===== src/sv/gpla_pkg.sv =====
// ============================================================================
// gpla_pkg
// Types, widths and codes shared by the plane landmark association modules.
// ============================================================================
`default_nettype none

package gpla_pkg;

    localparam int MAX_LANDMARKS = 64;
    localparam int IDX_W         = (MAX_LANDMARKS > 1) ? $clog2(MAX_LANDMARKS) : 1;
    localparam int CNT_W         = $clog2(MAX_LANDMARKS + 1);

    localparam int NORM_W     = 16;
    localparam int OFS_W      = 24;
    localparam int HITS_W     = 16;
    localparam int COS_W      = 15;
    localparam int TOL_W      = 23;
    localparam int OUT_IDX_W  = 6;
    localparam int CFG_IDX_W  = 2;
    localparam int CFG_DATA_W = 23;
    localparam int ENTRY_W    = 3 * NORM_W + OFS_W + HITS_W;

    localparam logic [CFG_IDX_W-1:0] CFG_COS_THRESHOLD    = 2'd0;
    localparam logic [CFG_IDX_W-1:0] CFG_OFFSET_TOLERANCE = 2'd1;

    localparam logic [COS_W-1:0]  COS_RESET = 15'd32269;
    localparam logic [TOL_W-1:0]  TOL_RESET = 23'd6554;
    localparam logic [HITS_W-1:0] HITS_MAX  = 16'hFFFF;

    typedef logic signed [NORM_W-1:0] norm_t;
    typedef logic signed [OFS_W-1:0]  ofs_t;
    typedef logic [HITS_W-1:0]        hits_t;

    typedef struct packed {
        norm_t nx;
        norm_t ny;
        norm_t nz;
        ofs_t  ofs;
        hits_t hits;
    } entry_t;

    typedef struct packed {
        logic [OUT_IDX_W-1:0] index;
        logic                 created;
        logic                 table_full;
        hits_t                count;
    } result_t;

    typedef struct packed {
        logic   start;
        norm_t  in_nx;
        norm_t  in_ny;
        norm_t  in_nz;
        ofs_t   in_ofs;
        entry_t lm;
    } upd_req_t;

    typedef struct packed {
        logic  done;
        norm_t nx;
        norm_t ny;
        norm_t nz;
        ofs_t  ofs;
    } upd_rsp_t;

    typedef enum logic [2:0] {
        ST_IDLE,
        ST_SCAN,
        ST_FETCH,
        ST_UPDATE,
        ST_RESULT
    } ctl_state_t;

    typedef enum logic [2:0] {
        U_IDLE,
        U_MUL,
        U_SQRT,
        U_DSET,
        U_DIV,
        U_DSTORE,
        U_DONE
    } upd_state_t;

endpackage

`default_nettype wire


===== src/sv/gpla_update.sv =====
// ============================================================================
// gpla_update
// Running-mean update of one landmark: weighted normal sum, renormalization
// through an integer square root and rounded divisions, and offset averaging.
// ============================================================================
`default_nettype none

module gpla_update import gpla_pkg::*; (
    input  logic     aclk,
    input  logic     aresetn,
    input  upd_req_t req,
    output upd_rsp_t rsp
);

    localparam logic [1:0] K_OFFSET = 2'd3;
    localparam int NORM_QB = 17;
    localparam int OFS_QB  = 24;

    upd_state_t state_reg, state_next;

    logic [2:0] step_reg;
    logic [4:0] cnt_reg;
    logic [1:0] k_reg;

    norm_t in_nx_reg, in_ny_reg, in_nz_reg;
    ofs_t  in_d_reg;
    norm_t lm_nx_reg, lm_ny_reg, lm_nz_reg;
    ofs_t  lm_d_reg;
    hits_t m_reg;

    logic signed [31:0] mul_a, mul_b;
    logic signed [63:0] mul_p_reg;
    logic signed [31:0] sx_reg, sy_reg, sz_reg;
    logic signed [40:0] num_reg;
    logic [63:0] sq_reg, v_reg, root_reg;
    logic [63:0] sqrt_bit, sqrt_trial;

    logic [49:0] rem_reg, dsh_reg;
    logic [23:0] q_reg;
    logic        neg_reg;
    logic        ge;

    norm_t nx_reg, ny_reg, nz_reg;
    ofs_t  d_new_reg;

    logic signed [31:0] s_sel;
    logic [31:0] s_mag;
    logic [39:0] num_mag;
    logic [16:0] den;
    logic [31:0] root_lo;
    logic        r_zero;
    norm_t       norm_q;
    ofs_t        ofs_q;

    always_comb begin
        mul_a = '0;
        mul_b = '0;
        case (step_reg)
            3'd0: begin
                mul_a = 32'(lm_nx_reg);
                mul_b = $signed({16'b0, m_reg});
            end
            3'd1: begin
                mul_a = 32'(lm_ny_reg);
                mul_b = $signed({16'b0, m_reg});
            end
            3'd2: begin
                mul_a = 32'(lm_nz_reg);
                mul_b = $signed({16'b0, m_reg});
            end
            3'd3: begin
                mul_a = 32'(lm_d_reg);
                mul_b = $signed({16'b0, m_reg});
            end
            3'd4: begin
                mul_a = sx_reg;
                mul_b = sx_reg;
            end
            3'd5: begin
                mul_a = sy_reg;
                mul_b = sy_reg;
            end
            3'd6: begin
                mul_a = sz_reg;
                mul_b = sz_reg;
            end
            default: begin
                mul_a = '0;
                mul_b = '0;
            end
        endcase
    end

    always_comb begin
        sqrt_bit   = 64'd1 << {cnt_reg, 1'b0};
        sqrt_trial = root_reg + sqrt_bit;
        root_lo    = root_reg[31:0];
        r_zero     = (root_reg == '0);
        ge         = (rem_reg >= dsh_reg);
        den        = {1'b0, m_reg} + 17'd1;

        case (k_reg)
            2'd0:    s_sel = sx_reg;
            2'd1:    s_sel = sy_reg;
            default: s_sel = sz_reg;
        endcase
        s_mag   = s_sel[31] ? 32'(-s_sel) : 32'(s_sel);
        num_mag = num_reg[40] ? 40'(-num_reg) : 40'(num_reg);

        if (neg_reg) begin
            norm_q = ~q_reg[15:0] + 16'd1;
        end else if (|q_reg[23:15]) begin
            norm_q = 16'h7FFF;
        end else begin
            norm_q = q_reg[15:0];
        end

        if (neg_reg) begin
            ofs_q = (q_reg > 24'h800000) ? 24'h800000 : (~q_reg + 24'd1);
        end else begin
            ofs_q = q_reg[23] ? 24'h7FFFFF : q_reg;
        end
    end

    always_comb begin
        state_next = state_reg;
        unique case (state_reg)
            U_IDLE: begin
                if (req.start) begin
                    state_next = U_MUL;
                end
            end
            U_MUL: begin
                if (step_reg == 3'd7) begin
                    state_next = U_SQRT;
                end
            end
            U_SQRT: begin
                if (cnt_reg == '0) begin
                    state_next = U_DSET;
                end
            end
            U_DSET: begin
                if (k_reg == K_OFFSET || !r_zero) begin
                    state_next = U_DIV;
                end
            end
            U_DIV: begin
                if (cnt_reg == '0) begin
                    state_next = U_DSTORE;
                end
            end
            U_DSTORE: begin
                state_next = (k_reg == K_OFFSET) ? U_DONE : U_DSET;
            end
            U_DONE: begin
                state_next = U_IDLE;
            end
            default: begin
                state_next = U_IDLE;
            end
        endcase
    end

    always_ff @(posedge aclk) begin
        if (!aresetn) begin
            state_reg <= U_IDLE;
        end else begin
            state_reg <= state_next;
        end
    end

    always_ff @(posedge aclk) begin
        case (state_reg)
            U_IDLE: begin
                if (req.start) begin
                    in_nx_reg <= req.in_nx;
                    in_ny_reg <= req.in_ny;
                    in_nz_reg <= req.in_nz;
                    in_d_reg  <= req.in_ofs;
                    lm_nx_reg <= req.lm.nx;
                    lm_ny_reg <= req.lm.ny;
                    lm_nz_reg <= req.lm.nz;
                    lm_d_reg  <= req.lm.ofs;
                    m_reg     <= req.lm.hits;
                    step_reg  <= '0;
                end
            end
            U_MUL: begin
                mul_p_reg <= mul_a * mul_b;
                step_reg  <= step_reg + 3'd1;
                case (step_reg)
                    3'd1: sx_reg <= mul_p_reg[31:0] + 32'(in_nx_reg);
                    3'd2: sy_reg <= mul_p_reg[31:0] + 32'(in_ny_reg);
                    3'd3: sz_reg <= mul_p_reg[31:0] + 32'(in_nz_reg);
                    3'd4: num_reg <= mul_p_reg[40:0] + 41'(in_d_reg);
                    3'd5: sq_reg <= 64'(mul_p_reg);
                    3'd6: sq_reg <= sq_reg + 64'(mul_p_reg);
                    3'd7: begin
                        v_reg    <= sq_reg + 64'(mul_p_reg);
                        root_reg <= '0;
                        cnt_reg  <= 5'd31;
                        k_reg    <= '0;
                    end
                    default: ;
                endcase
            end
            U_SQRT: begin
                if (v_reg >= sqrt_trial) begin
                    v_reg    <= v_reg - sqrt_trial;
                    root_reg <= (root_reg >> 1) + sqrt_bit;
                end else begin
                    root_reg <= root_reg >> 1;
                end
                cnt_reg <= cnt_reg - 5'd1;
            end
            U_DSET: begin
                q_reg <= '0;
                if (k_reg == K_OFFSET) begin
                    neg_reg <= num_reg[40];
                    rem_reg <= 50'({num_mag, 1'b0}) + 50'(den);
                    dsh_reg <= 50'(den) << OFS_QB;
                    cnt_reg <= 5'(OFS_QB - 1);
                end else if (r_zero) begin
                    case (k_reg)
                        2'd0:    nx_reg <= '0;
                        2'd1:    ny_reg <= '0;
                        default: nz_reg <= '0;
                    endcase
                    k_reg <= k_reg + 2'd1;
                end else begin
                    neg_reg <= s_sel[31];
                    rem_reg <= 50'({s_mag, 16'b0}) + 50'(root_lo);
                    dsh_reg <= 50'(root_lo) << NORM_QB;
                    cnt_reg <= 5'(NORM_QB - 1);
                end
            end
            U_DIV: begin
                if (ge) begin
                    rem_reg <= rem_reg - dsh_reg;
                end
                q_reg   <= {q_reg[22:0], ge};
                dsh_reg <= dsh_reg >> 1;
                cnt_reg <= cnt_reg - 5'd1;
            end
            U_DSTORE: begin
                case (k_reg)
                    2'd0:    nx_reg <= norm_q;
                    2'd1:    ny_reg <= norm_q;
                    2'd2:    nz_reg <= norm_q;
                    default: d_new_reg <= ofs_q;
                endcase
                k_reg <= k_reg + 2'd1;
            end
            default: ;
        endcase
    end

    assign rsp = '{done: (state_reg == U_DONE), nx: nx_reg, ny: ny_reg, nz: nz_reg,
                   ofs: d_new_reg};

endmodule

`default_nettype wire


===== config.mk =====
export PLATFORM = sky130hd
export DESIGN_NAME = gpla_update
export DESIGN_NICKNAME = d
export VERILOG_FILES = /design/src/sv/gpla_pkg.sv /design/src/sv/gpla_update.sv
export SDC_FILE = /design/constraint.sdc
export NUM_CORES = 2
export LEC_CHECK = 0
export ABC_AREA = 1
export BUFFER_PORTS_ARGS = -buffer_cell sky130_fd_sc_hd__buf_2
export CAP_MARGIN = 25
export CORE_ASPECT_RATIO = 2
export CORE_MARGIN = 2
export CORE_UTILIZATION = 50
export CTS_CLUSTER_DIAMETER = 100
export DETAILED_ROUTE_END_ITERATION = 10
export PLACE_DENSITY = 0.66
export SYNTH_ARGS = -nofsm -noshare
export SYNTH_HDL_FRONTEND = slang
export SYNTH_SLANG_ARGS = --single-unit

===== constraint.sdc =====
create_clock -name aclk -period 11.3 [get_ports aclk]
set_input_delay 2.26 -clock aclk [delete_from_list [all_inputs] [get_ports aclk]]
set_output_delay 2.26 -clock aclk [all_outputs]
set_load 0.005 [all_outputs]

==> results.md <==
* Outcome: complete, no violations
* Largest net degree at the start of global routing at 83
* TritonCTS Sinks at 762
* Post-DP HPWL at between 300 and 400 mm
* Clock transition at path regs at ~0.070 ns
* Slowest CP cell: nand3_1
* Main synth FF type: edfxtp_1
* Drt initial violations at 8173
* Num CTS Buffers at 85
* Seq/Total Area, Yosys at between 20% and 30%
* Critical Path RT at between 10 and 15 ns
* Resize count post-CTS at 0
* DR pass1 iterations at 7
* Final Critical Period at about 10 ns
* Syn avg cell area at about 7.9 sq um
* PortBufs at roughly 240
* Max clock buf depth at 3
* Final hold violations at 0
* F_max at between 90 and 100 MHz
* Post-synth EDFFs at approximately 760
* Starting density of the core at about half
* Worst-Skew Late Latency at about 0.77 ns
* Remaining Overflow, GRT at 0
* First-pass GRT wire length at between 500 and 600 mm
* Post-synth design cell area at roughly 0.097 sq mm
* Total core area at between 0.15 and 0.2 sq mm
* Gpl congestion at a little over 1
* Drt wl/cell at around 24 microns
* Period utilization at 92.8%
* Ys async rst share at 0%
* Post-CTS Hold Fix Bufs at 0
* RSZ-0062 raised after global routing: false
* H-tree depth at 3
* Warning count from the yosys run at 0
* Final slew viol count at 0
* Number of synthesized register bits at around 760
* HP Class: flop to flop
* Worst-margin pin slew at ~1.3 ns
* Post-route DRC at 0
* Setup crit end: mul_p_reg[61]
* Number of global-route vias before repair at around 85000
* Crit start category: flop
* Arrival time worst endpoint at approximately 11 ns
* CP endpoint kind: flop
* Die area at a little under 0.2 sq mm
* Clock skew at 0.0587 ns
* Tot GR Track Use at 37.4%
* Top cell by count, worst path: fa_1
* Crit Path Class: flop to flop
* Synth unique cells at 65
* Vias per inst at ~5.7
* Total of max-cap violations at 0
* Top Ports at approximately 240
* Antenna violations before repair at 16
* Worst Reg2Reg Path Length in Cells at 33
* Root Buffer: clkbuf_16
* Net count, final at 14347
* Cell row count at 228
* Critical path's largest stage delay at ~0.96 ns
* Share of cells above drive strength 1 at around 6%
* Via count at around 85000
* DIE HEIGHT at between 600 and 700 microns
* P&R area growth vs syn at 8.40%
* CTS tree: built
* Reg2Reg Setup Slack at a little over 0.8 ns
* Fillers at 18611
* Die width at 315 microns
* Antenna Nets Post-Route at 0
* Post-CTS Setup Bufs at 0
* Max_slew headroom at between 10% and 20%
* Delay-heaviest family, CP: adder cells
* Setup_tns at 0 ns
* Syn_nets at between 10000 and 15000
* Final-report setup violation count at 0
* R2R Path End: mul_p_reg[61]
* Critical Path Start: step_reg[0]
* Critical path fanouts, max at 12
* Stages on the worst setup path at 33
* Cell count after synthesis at 12245
* Worst Path Buf+Inv at 8
* Reg2reg start: step_reg[0]
* Drt total wl at roughly 370 mm
[tightest hold or removal path: stages (launching register included)]
cell and delay (ns):
edfxtp_1 0.32, inv_1 0.05, nor2_1 0.09
[cell usage after synthesis (48+ instances only)]
cell	n	area, sq um
nor4_1	73	457
a21oi_1	757	3790
a31oi_1	91	569
fa_1	1091	21800
inv_1	2471	9280
edfxtp_1	759	22800
ha_1	611	7640
clkbuf_1	241	905
nand3_1	437	2190
nor3_1	91	455
o21a_1	48	360
or2_2	50	313
nand4_1	95	594
o21ai_0	589	2950
xnor2_1	166	1450
nor2_1	1164	4370
nand2_1	2648	9940
xor2_1	271	2370
[worst min-delay path by stage]
stage / from / endpoint / slack [ns] / cells past startpoint
floorplan: state_reg[1] / state_reg[1] / 0.49 / 2
global placement: dsh_reg[7] / dsh_reg[6] / 0.55 / 2
detailed placement: dsh_reg[7] / dsh_reg[6] / 0.55 / 2
CTS: dsh_reg[7] / dsh_reg[6] / 0.57 / 2
global route: in_d_reg[0] / num_reg[0] / 0.59 / 1
finish: dsh_reg[7] / dsh_reg[6] / 0.56 / 2
[logic make-up (layout without fill, tap and decap cells)]
kind of cell,after synthesis,count (layout),share of synthesized area (%)
and+or+nand+nor,4648,4648,19.7
xor gates and xnor gates,437,437,3.96
buffers and inverters,2802,3109,10.9
adders and majority gates,1702,1702,30.5
other,0,12,0
muxes,8,8,0.0829
DFF,762,762,23.7
AOI/OAI and AO/OA,1886,1886,11.2
[metrics by stage]
step	setup WS (ns)	std cells	utilization, %	hold slack, ns	cell area (sq um)
after global routing	0.402	15086	54.4	0.589	105000
after detailed placement	1.06	14922	52.8	0.555	102000
final	0.815	15094	54.4	0.565	105000
after floorplan	1.73	12245	-	0.490	96600
after CTS	1.02	15079	54.4	0.565	105000
after global placement	1.12	14920	52.8	0.545	102000
[final cells by class]
| cell class | instances | area, sq um | share of cell area [%] |
|---|---|---|---|
| diodes | 12 | 30.0 | 0.0287 |
| clock buffers | 92 | 2150 | 2.06 |
| clock inverters | 65 | 882 | 0.843 |
| inverters | 2521 | 9460 | 9.04 |
| multi-input cells | 8681 | 63400 | 60.6 |
| flip-flops and latches | 762 | 22900 | 21.8 |
| well taps | 2530 | 3170 | 3.02 |
| repair buffers | 431 | 2720 | 2.60 |
[cells in the final DEF (no fill, tap or decap), drive strengths merged, types with 91 or more instances in the layout]
cell / count
nor3: 92
inv: 2515
a21oi: 772
fa: 1091
xor2: 271
clkbuf: 92
nand4: 95
nand2: 2668
nand3: 443
o21ai: 612
a31oi: 91
edfxtp: 759
ha: 611
xnor2: 166
buf: 431
nor2: 1187
[layer usage]
metal  part of all wire [%]  GRT usage [%]  wire length (microns)
met1                     37           45.5                 138000
met2                     46           60.9                 171000
met3                    8.4           7.12                  31000
met4                    7.7           23.6                  28200
met5                 0.0054              0                     20
Power is left out: the tool's default activity adds up to more than one toggle a clock period on the data nets, which glitch-free logic cannot reach.
