### src/sv/gpla_ram.sv
// ============================================================================
// gpla_ram
// Generic single-port-write, single-port-read RAM with a registered read.
// ============================================================================
`default_nettype none

module gpla_ram #(
    parameter int WIDTH = 8,
    parameter int DEPTH = 16,
    localparam int ADDR_W = (DEPTH > 1) ? $clog2(DEPTH) : 1
) (
    input  logic              aclk,
    input  logic              wr_en,
    input  logic [ADDR_W-1:0] wr_addr,
    input  logic [WIDTH-1:0]  wr_data,
    input  logic [ADDR_W-1:0] rd_addr,
    output logic [WIDTH-1:0]  rd_data
);

    logic [WIDTH-1:0] mem [DEPTH];
    logic [WIDTH-1:0] rd_data_reg;

    always_ff @(posedge aclk) begin
        if (wr_en) begin
            mem[wr_addr] <= wr_data;
        end
        rd_data_reg <= mem[rd_addr];
    end

    assign rd_data = rd_data_reg;

endmodule

`default_nettype wire

### config.mk
export PLATFORM = sky130hd
export DESIGN_NAME = gpla_ram
export DESIGN_NICKNAME = d
export VERILOG_FILES = /design/src/sv/gpla_ram.sv
export SDC_FILE = /design/constraint.sdc
export NUM_CORES = 1
export LEC_CHECK = 0
export BUFFER_PORTS_ARGS = -buffer_cell sky130_fd_sc_hd__buf_2
export CAP_MARGIN = 20
export CORE_ASPECT_RATIO = 0.6
export CORE_MARGIN = 2
export CORE_UTILIZATION = 54
export DETAILED_ROUTE_END_ITERATION = 8
export GPL_ROUTABILITY_DRIVEN = 1
export PLACE_DENSITY = 0.72
export SLEW_MARGIN = 0
export SYNTH_ARGS = -nofsm -noshare
export SYNTH_HDL_FRONTEND = slang
export SYNTH_SLANG_ARGS = --single-unit
### constraint.sdc
create_clock -name aclk -period 2 [get_ports aclk]
set_clock_uncertainty 0.05 [all_clocks]
set_input_delay 0.4 -clock aclk [delete_from_list [all_inputs] [get_ports aclk]]
set_output_delay 0.4 -clock aclk [all_outputs]
set_load 0.01 [all_outputs]
==> out/qor.tcl, run 1 <==
set qor(run_status) {complete, no violations}
set qor(standard_cell_core_area_um2) 9220
set qor(worstSkewPairLatency_ps) 410
set qor(initialDrtViolationCount) 282
set qor(max_capacitance_violation_count) 0
set qor(cts_max_level) 4
set qor(crit_path_top_delay_cell) {sky130_fd_sc_hd__mux4_1}
set qor(yosys_warnings) 0
set qor(post_synth_main_area_contributors) {sky130_fd_sc_hd__edfxtp_1, sky130_fd_sc_hd__mux4_2, sky130_fd_sc_hd__mux4_1, sky130_fd_sc_hd__dfxtp_1, sky130_fd_sc_hd__a22oi_1}
set qor(tns_ps) 0
set qor(regToRegStartpoint) {mem[9][4]}
set qor(timing.hold.worst.class) {in2reg}
set qor(rows) 27
set qor(die-area_um2) 10400
set qor(vdd_ir_drop_max_mv) 0.777
set qor(synth_top_cells_by_count) {sky130_fd_sc_hd__edfxtp_1, sky130_fd_sc_hd__mux4_2, sky130_fd_sc_hd__a22oi_1, sky130_fd_sc_hd__mux4_1, sky130_fd_sc_hd__nor2_1}
set qor(cts_setup_buffers) 0
set qor(antenna_cells_inserted) 0
set qor(layout.core_utilization) 0.675
set qor(cp_max_fo) 11
set qor(synth_top_cell_area_share) 0.747
set qor(synth_cell_type_count) 19
set qor(drt-wirelength-per-cell_um) 23.2
set qor(required_time_of_the_worst_setup_path_ps) 2240
set qor(timing_worst_slew_pin_value_ps) 393
set qor(timing.slew.headroom) 0.738
set qor(syn_to_final_growth_pct) 20.9
set qor(ant_nets) 0
set qor(worst_r2r_path_cells) 3
set qor(final_cell_area_um2) 6220
set qor(post_synth.cell_area_avg_um2) 22.5
set qor(finalWeightedCongestion) 0.764
set qor(r2r_slack_ps) 590
set qor(floorplan.initialDensity) 0.558
set qor(grt_setup_unrepaired) {no}
set qor(first_pass_grt_wire_length_mm) 15.3
set qor(placed_area_um2) 5570
set qor(antenna_found_initial) 0
set qor(clock_buffer_count_from_cts) 17
set qor(fmax_mhz) 679
set qor(postSynthRegisterBits) 136
set qor(cts_tree) {yes}
set qor(finalCritPeriodShare) 0.737
set qor(post-route-drc-count) 0
set qor(cp.arrival_ps) 1710
set qor(largest_reg_flops) 128
set qor(timing_hold_violations_final) 0
set qor(vias_in_the_first_global_route) 2539
set qor(critPathLaunchType) {input port}
set qor(postSynth.topFlopCell) {sky130_fd_sc_hd__edfxtp_1}
set qor(timing.setup.critical_path_class) {in2reg}
set qor(pin_count_of_the_biggest_net_entering_global_routing) 17
set qor(cellLeakagePower_nw) 2.15
set qor(worstReg2RegEnd) {rd_data[4]}
set qor(routed_via_count_divided_by_cell_count) 5.83
set qor(share_of_post_route_cells_with_drive_strength_above_1) 0.327
set qor(numPlacedInstances) 398
set qor(ios) 26
set qor(cts_root_buffer) {sky130_fd_sc_hd__clkbuf_16}
set qor(yosysTopAreaCell) {sky130_fd_sc_hd__edfxtp_1}
set qor(yosysMostFrequentCell) {sky130_fd_sc_hd__edfxtp_1}
set qor(synth.yosys.seq_area_share) 0.778
set qor(grt_remaining_overflow) 0
set qor(synth-async-reset-ratio) 0
set qor(postSynthNetCount) 247
set qor(detail_route.wirelength_mm) 9.98
set qor(die_height_um) 79.6
set qor(worstSetupEndpointType) {flop}
set qor(critical_path.max_stage_delay_ps) 560
set qor(dp_hpwl_mm) 6.36
set qor(hold_path_start) {wr_data[3]}
set qor(path_cells) {buf_2 > buf_12 > mux4_1 > a22oi_1 > nand2_1}
set qor(clock_path_buffers) 2
set qor(synth-edff-count) 128
set qor(port-buffer-count) 25
set qor(worst_hold_path.endpoint) {mem[13][3]}
set qor(synthesis.area_um2) 5150
set qor(holdWs_ps) 319
set qor(post-route-min-period_ps) 1470
set qor(numClockSinks) 136
set qor(cts_repair_resize_count) 0
set qor(post_layout_cell_count) 430
set qor(gr-usage-all-layers) 0.221
set qor(min_delay_path_depth) 1
set qor(num_vias) 2507
set qor(drt-pass1-iter-count) 4
set qor(final_net_count) 305
set qor(worst_setup_hold_path_clk_slew_ps) 60
set qor(netlist_instances) 229
set qor(finalSetupViolations) 0
set qor(p_per_area_nw_per_um2) 1120
set qor(dieWidth_um) 130
set qor(drv_slew) 0
set qor(postCtsHoldBufs) 0
-- per-layer routing --
metal | GRT usage | share of wire | up-vias
met5 | 0 | 0 | -
met4 | 0.0645 | 0.0092 | 0
met3 | 0.0690 | 0.10 | 12
met2 | 0.320 | 0.45 | 107
met1 | 0.329 | 0.43 | 1296
li1 | - | - | 1092
-- final cells by class --
class | instances | area [um2]
Tap cell | 130 | 163
Fill cell | 602 | 3000
Timing Repair Buffer | 49 | 343
Multi-Input combinational cell | 83 | 1060
Sequential cell | 136 | 4000
Clock inverter | 15 | 231
Clock buffer | 17 | 425
-- logic make-up after synthesis --
kind of cell           synth area share
DFF                               0.778
and+or+nand+nor                  0.0318
muxes                             0.150
AOI/OAI and AO/OA                0.0233
buffers and inverters            0.0168
-- cell usage in the layout, fill, tap and decap left out, drive strengths merged --
cell type	count
a22oi	16
and2	1
and2b	1
buf	49
bufinv	6
clkbuf	17
clkinv	7
clkinvlp	2
dfxtp	8
edfxtp	128
mux4	32
nand2	9
nand2b	2
nand3	1
nand3b	2
nor2	13
nor2b	1
nor3	4
or3b	1
-- critical path, delay by kind of cell --
kind / cells / cell delay (ps)
muxes: 1 / 560
buffers and inverters: 2 / 400
AOI/OAI and AO/OA: 1 / 250
and+or+nand+nor: 1 / 90
-- how the worst max path moves through the flow --
stage | startpoint | endpoint | slack [ps] | cells after the start
2_1_floorplan | wr_addr[2] | mem[0][0] | 60 | 2
3_3_place_gp | rd_addr[0] | rd_data[0] | 130 | 5
3_5_place_dp | rd_addr[0] | rd_data[1] | 120 | 5
4_1_cts | rd_addr[0] | rd_data[4] | 540 | 5
5_1_grt | rd_addr[0] | rd_data[4] | 460 | 5
6_report | rd_addr[0] | rd_data[4] | 530 | 5
-- where the power goes --
part	leakage [nW]	internal [mW]	total [mW]	switching, mW
clock network	0.317	2.32	3.45	1.13
logic	0.610	0.137	0.307	0.170
registers	1.22	3.19	3.21	0.0234
-- stage by stage --
stage / setup slack (ps) / power (mW)
floorplan: 57.1 / 3.43
global placement: 130 / 3.57
detailed placement: 117 / 3.58
CTS: 539 / 7.01
global route: 463 / 7.18
finish: 527 / 6.97
Note: power is estimated with default switching activity, not from simulation.
==> inputs of run 2 (changes only) <==
==> constraint.sdc (replaced) <==
create_clock -name aclk -period 1.22 [get_ports aclk]
set_clock_uncertainty 0.05 [all_clocks]
set_input_delay 0.244 -clock aclk [delete_from_list [all_inputs] [get_ports aclk]]
set_output_delay 0.244 -clock aclk [all_outputs]
set_load 0.01 [all_outputs]
==> run 2 against run 1 <==
The run now ends with setup timing left; worst hold slack got worse by 150 ps; sequential share of layout area is 2.0 points lower; final area is 3.2% higher; register-to-register slack lost 720 ps; final cell count up 2.1%; combinational power increased by 92%; via count grew 0.44%; first-iteration DRC count decreased by 19%; non-clock buffer count grew 9; critical endpoint unchanged.
==> out/qor.tcl, run 2 (synthesis results as in run 1) <==
set qor(run_status) {finished, violations left}
set qor(violations) {setup timing}
set qor(rows) 27
set qor(timing.slew.headroom) 0.407
set qor(worst_setup_hold_path_clk_slew_ps) 50
set qor(worstSkewPairLatency_ps) 410
set qor(required_time_of_the_worst_setup_path_ps) 1470
set qor(final_cell_area_um2) 6420
set qor(drt-wirelength-per-cell_um) 22.8
set qor(cts_root_buffer) {sky130_fd_sc_hd__clkbuf_16}
set qor(share_of_post_route_cells_with_drive_strength_above_1) 0.440
set qor(seq_power_share) 0.480
set qor(die_height_um) 79.6
set qor(worst_setup_startpoint) {mem[11][4]}
set qor(ios) 26
set qor(floorplan.initialDensity) 0.558
set qor(initialDrtViolationCount) 229
set qor(cellLeakagePower_nw) 2.16
set qor(mostFrequentLayoutCells) {sky130_fd_sc_hd__edfxtp_1, sky130_fd_sc_hd__mux4_2, sky130_fd_sc_hd__buf_2}
set qor(finalCritPeriodShare) 1.10
set qor(finalWeightedCongestion) 0.752
set qor(standard_cell_core_area_um2) 9220
set qor(die-area_um2) 10400
set qor(cts_tree) {yes}
set qor(total_switching_power_mw) 2.11
set qor(detail_route.wirelength_mm) 10.0
set qor(cts_setup_buffers) 0
set qor(timing.setup.critical_path_class) {reg2reg}
set qor(finalSetupViolations) 8
set qor(r2r_slack_ps) -130
set qor(post-route-drc-count) 0
set qor(grt_setup_unrepaired) {yes}
set qor(gr-usage-all-layers) 0.217
set qor(first_pass_grt_wire_length_mm) 15.1
set qor(vdd_ir_drop_max_mv) 1.11
set qor(layout.core_utilization) 0.697
set qor(clock_buffer_count_from_cts) 17
set qor(worst_r2r_path_cells) 3
set qor(holdWs_ps) 172
set qor(placed_area_um2) 5800
set qor(final_net_count) 314
set qor(worstSetupEndpointType) {flop}
set qor(timing.hold.worst.class) {in2reg}
set qor(routed_via_count_divided_by_cell_count) 5.74
set qor(crit_path_top_delay_cell) {sky130_fd_sc_hd__mux4_2}
set qor(timing_worst_slew_pin_value_ps) 888
set qor(drt-pass1-iter-count) 4
set qor(p_per_area_nw_per_um2) 1710
set qor(worst_setup_path_endpoint) {rd_data[4]}
set qor(largest_reg_flops) 128
set qor(pin_count_of_the_biggest_net_entering_global_routing) 19
set qor(num_vias) 2518
set qor(postCtsHoldBufs) 0
set qor(setup_slack_ps) -128
set qor(timing_hold_violations_final) 0
set qor(path_buf_inv) 0
set qor(max_capacitance_violation_count) 0
set qor(critical_path.max_stage_delay_ps) 480
set qor(antenna_found_initial) 0
set qor(path_cells) {mux4_2 > a22oi_1 > nand2_1}
set qor(cts_max_level) 4
set qor(antenna_cells_inserted) 0
set qor(clock_path_buffers) 2
set qor(critical_path_cell_count) 3
set qor(timing.critical_path.max_delay_family) {multiplexers}
set qor(grt_remaining_overflow) 0
set qor(power.combinational.fraction) 0.054
set qor(final_common_cell) {sky130_fd_sc_hd__edfxtp_1}
set qor(numClockSinks) 136
set qor(cp.arrival_ps) 1600
set qor(dp_hpwl_mm) 6.48
set qor(drv_slew) 0
set qor(vias_in_the_first_global_route) 2534
set qor(dieWidth_um) 130
set qor(ant_nets) 0
set qor(post-route-min-period_ps) 1350
set qor(regToRegStartpoint) {mem[11][4]}
set qor(fmax_mhz) 742
set qor(clkPwrFrac) 0.467
set qor(switching_share) 0.192
set qor(worstReg2RegEnd) {rd_data[4]}
set qor(port-buffer-count) 25
set qor(syn_to_final_growth_pct) 24.8
set qor(cp_max_fo) 1
set qor(fillCellCount) 580
set qor(cellInternalPower_mw) 8.86
set qor(critPathLaunchType) {flop}
## run 2: changes by cell type in the layout (fill, tap and decap cells not counted), sizes merged
cell	previous run	this run
clkinv	7	9
clkinvlp	2	0
clkbuf	17	19
bufinv	6	4
buf	49	58
## run 2: power groups by stage
stage	Clock (mW)	Sequential, mW	Combinational [mW]
floorplan	0	5.36	0.300
global placement	0	5.35	0.558
detailed placement	0	5.35	0.573
CTS	5.20	5.26	0.588
global route	5.41	5.27	0.627
finish	5.12	5.26	0.588
## run 2: final cells by class
type | count | area [um2] | area share
Clock inverter | 13 | 159 | 0.0247
Sequential cell | 136 | 4010 | 0.623
Multi-Input combinational cell | 83 | 1100 | 0.172
Timing Repair Buffer | 58 | 561 | 0.0873
Clock buffer | 19 | 433 | 0.0674
Tap cell | 130 | 163 | 0.0253
## run 2: repair_timing
item,in CTS,in global routing
pin swaps,2,0
setup endpoints to repair,9,10
gates resized for setup,5,3
## run 2: how the worst min path moves through the flow
stage | endpoint | startpoint | cells past startpoint
floorplan | mem[0][0] | wr_data[0] | 0
global placement | mem[6][2] | wr_data[2] | 1
detailed placement | rd_data[3] | rd_data[3] | 1
CTS | mem[10][2] | wr_data[2] | 1
global route | mem[14][2] | wr_data[2] | 1
finish | mem[10][2] | wr_data[2] | 1
## run 2: stage by stage
stage          TNS (ps)  cells  worst slack (ps)  total power [mW]
2_1_floorplan     -6970    229              -177              5.66
3_3_place_gp     -24060    407              -475              5.91
3_5_place_dp     -25920    407              -484              5.93
4_1_cts            -728    439              -117              11.0
5_1_grt           -1000    439              -153              11.3
6_report           -715    439              -128              11.0
## run 2: layer usage
layer,global-route usage,part of all wire,vias up
li1,-,-,1094
met1,0.318,0.45,1296
met2,0.296,0.44,117
met3,0.0878,0.095,11
met4,0.0785,0.012,0
met5,0,0,-
==> inputs of run 3 (changes only) <==
--- a/config.mk
+++ b/config.mk
@@ -5,14 +5,16 @@
 export SDC_FILE = /design/constraint.sdc
 export NUM_CORES = 1
 export LEC_CHECK = 0
+export ABC_AREA = 1
 export BUFFER_PORTS_ARGS = -buffer_cell sky130_fd_sc_hd__buf_2
 export CAP_MARGIN = 20
 export CORE_ASPECT_RATIO = 0.6
 export CORE_MARGIN = 2
-export CORE_UTILIZATION = 54
+export CORE_UTILIZATION = 55
+export CTS_BUF_LIST = sky130_fd_sc_hd__clkbuf_16
 export DETAILED_ROUTE_END_ITERATION = 8
 export GPL_ROUTABILITY_DRIVEN = 1
-export PLACE_DENSITY = 0.72
+export PLACE_DENSITY = 0.73
 export SLEW_MARGIN = 0
 export SYNTH_ARGS = -nofsm -noshare
 export SYNTH_HDL_FRONTEND = slang
==> run 3 against run 2 <==
The flow now finishes without violations; core utilization down 1.2 points; critical path depth down 2; flip-flop and latch count unchanged; largest power group is now the clock network.
==> out/qor.tcl, run 3 <==
set qor(final_net_count) 620
set qor(grt_setup_unrepaired) {no}
set qor(min_delay_path_depth) 3
set qor(fmax_mhz) 844
set qor(vdd_ir_drop_max_mv) 1.08
set qor(cts_max_level) 4
set qor(timing_worst_slew_pin_value_ps) 423
set qor(clkPwrFrac) 0.490
set qor(cts_root_buffer) {sky130_fd_sc_hd__clkbuf_16}
set qor(dp_worst_setup_slack_ps) -222
set qor(post-route-drc-count) 0
set qor(first_pass_grt_wire_length_mm) 21.3
set qor(finalCritPeriodShare) 0.971
set qor(largest_reg_flops) 128
set qor(worstSetupEndpointType) {output port}
set qor(postSynthRegisterBits) 136
set qor(layout.core_utilization) 0.684
set qor(synth-edff-count) 128
set qor(drt-wirelength-per-cell_um) 18.0
set qor(die_height_um) 83.3
set qor(detail_route.wirelength_mm) 13.5
set qor(setup_slack_ps) 35.7
set qor(vias_in_the_first_global_route) 3938
set qor(timing.hold.worst.class) {in2reg}
set qor(cts_repair_resize_count) 0
set qor(initialDrtViolationCount) 360
set qor(path_cells) {buf_2}
set qor(num_vias) 3982
set qor(switching_share) 0.209
set qor(power.combinational.fraction) 0.060
set qor(numClockSinks) 136
set qor(drt-pass1-iter-count) 4
set qor(critical_path.max_stage_delay_ps) 340
set qor(drv_slew) 0
set qor(rows) 28
set qor(post-route-min-period_ps) 1180
set qor(timing.slew.headroom) 0.718
set qor(timing.setup.critical_path_class) {reg2out}
set qor(synth_top_cell_area_share) 0.667
set qor(yosysMostFrequentCell) {sky130_fd_sc_hd__nand2_1}
set qor(max_capacitance_violation_count) 0
set qor(port-buffer-count) 25
set qor(standard_cell_core_area_um2) 10000
set qor(floorplan.initialDensity) 0.576
set qor(syn_to_final_growth_pct) 18.9
set qor(clock_buffer_count_from_cts) 17
set qor(crit_path_top_delay_cell) {sky130_fd_sc_hd__dfxtp_1}
set qor(grt_remaining_overflow) 0
set qor(yosysTopAreaCell) {sky130_fd_sc_hd__edfxtp_1}
set qor(netlist_instances) 551
set qor(postSynth.topFlopCell) {sky130_fd_sc_hd__edfxtp_1}
set qor(synthesis.area_um2) 5770
set qor(finalWeightedCongestion) 0.912
set qor(cp_max_fo) 1
set qor(run_status) {complete, no violations}
set qor(critPathLaunchType) {flop}
set qor(synth.yosys.seq_area_share) 0.694
set qor(cts_tree) {yes}
set qor(synth_cell_type_count) 12
set qor(worst_r2r_path_cells) 6
set qor(routed_via_count_divided_by_cell_count) 5.31
set qor(clock_path_buffers) 2
set qor(pin_count_of_the_biggest_net_entering_global_routing) 40
set qor(synth_top_cells_by_count) {sky130_fd_sc_hd__nand2_1, sky130_fd_sc_hd__edfxtp_1, sky130_fd_sc_hd__inv_1, sky130_fd_sc_hd__nand3_1, sky130_fd_sc_hd__nor2_1}
set qor(antenna_cells_inserted) 0
set qor(yosys_warnings) 0
set qor(timing.critical_path.max_delay_family) {flip-flops}
set qor(gr-usage-all-layers) 0.260
set qor(cts_setup_buffers) 0
set qor(final_common_cell) {sky130_fd_sc_hd__nand2_1}
set qor(antenna_found_initial) 0
set qor(dieWidth_um) 136
set qor(die-area_um2) 11300
set qor(post_layout_cell_count) 750
set qor(ios) 26
set qor(tns_ps) 0
set qor(cp.arrival_ps) 890
set qor(worstSkewPairLatency_ps) 420
set qor(p_per_area_nw_per_um2) 1710
set qor(path_buf_inv) 1
set qor(post_synth.cell_area_avg_um2) 10.5
set qor(postCtsHoldBufs) 0
set qor(mostFrequentLayoutCells) {sky130_fd_sc_hd__nand2_1, sky130_fd_sc_hd__edfxtp_1, sky130_fd_sc_hd__inv_1}
set qor(critical_path_cell_count) 1
set qor(cellLeakagePower_nw) 3.02
set qor(timing_hold_violations_final) 0
set qor(total_switching_power_mw) 2.44
set qor(post_synth_main_area_contributors) {sky130_fd_sc_hd__edfxtp_1, sky130_fd_sc_hd__nand2_1, sky130_fd_sc_hd__nand3_1, sky130_fd_sc_hd__inv_1, sky130_fd_sc_hd__dfxtp_1}
set qor(postSynthNetCount) 569
set qor(seq_power_share) 0.450
set qor(dp_hpwl_mm) 8.47
set qor(worst_setup_hold_path_clk_slew_ps) 60
set qor(holdWs_ps) 138
set qor(synth-async-reset-ratio) 0
set qor(numPlacedInstances) 718
set qor(required_time_of_the_worst_setup_path_ps) 930
set qor(finalSetupViolations) 0
set qor(share_of_post_route_cells_with_drive_strength_above_1) 0.146
set qor(ant_nets) 0
set qor(cellInternalPower_mw) 9.25
run 3: final timing paths:
path	start	end	slack [ps]
worst max-delay path	rd_data[3]	rd_data[3]	40
worst min-delay path	rd_addr[3]	rd_data[5]	140
worst max register to register	mem[11][2]	rd_data[2]	120
worst min register to register	mem[13][5]	rd_data[5]	610
run 3: kinds of logic after synthesis:
logic type,Yosys count,share of synthesized area
buffers and inverters,126,0.0952
AND/OR/NAND/NOR,289,0.210
flip-flops,136,0.694
run 3: tightest hold or removal path, cell delays in order:
cell and delay [ps]:
sky130_fd_sc_hd__buf_2 170, sky130_fd_sc_hd__nand3_1 100, sky130_fd_sc_hd__nand2_1 40
run 3: final cells by class:
class | instances | area [um2]
clock buffers | 17 | 425
fillers | 759 | 3160
clock inverters | 15 | 231
well taps | 135 | 169
multi-input cells | 289 | 1220
inverters | 102 | 383
flip-flops and latches | 136 | 4010
repair buffers | 56 | 420
run 3: metal layers:
layer,GRT usage,vias to the layer above,share of wire
li1,-,1877,-
met1,0.376,1873,0.44
met2,0.360,201,0.44
met3,0.0855,31,0.098
met4,0.114,0,0.026
met5,0,-,0
run 3: through the flow:
stage,total power [mW],instance area (um2)
after floorplan,5.73,5770
after global placement,6.02,6190
after detailed placement,6.04,6190
after CTS,11.7,6850
after global routing,12.0,6860
final,11.7,6860
run 3: power by group through the flow:
stage	combinational, mW	sequential, mW	clock (mW)
finish	0.704	5.26	5.73
global route	0.779	5.26	5.96
CTS	0.697	5.26	5.76
detailed placement	0.687	5.35	0
global placement	0.670	5.35	0
floorplan	0.369	5.36	0
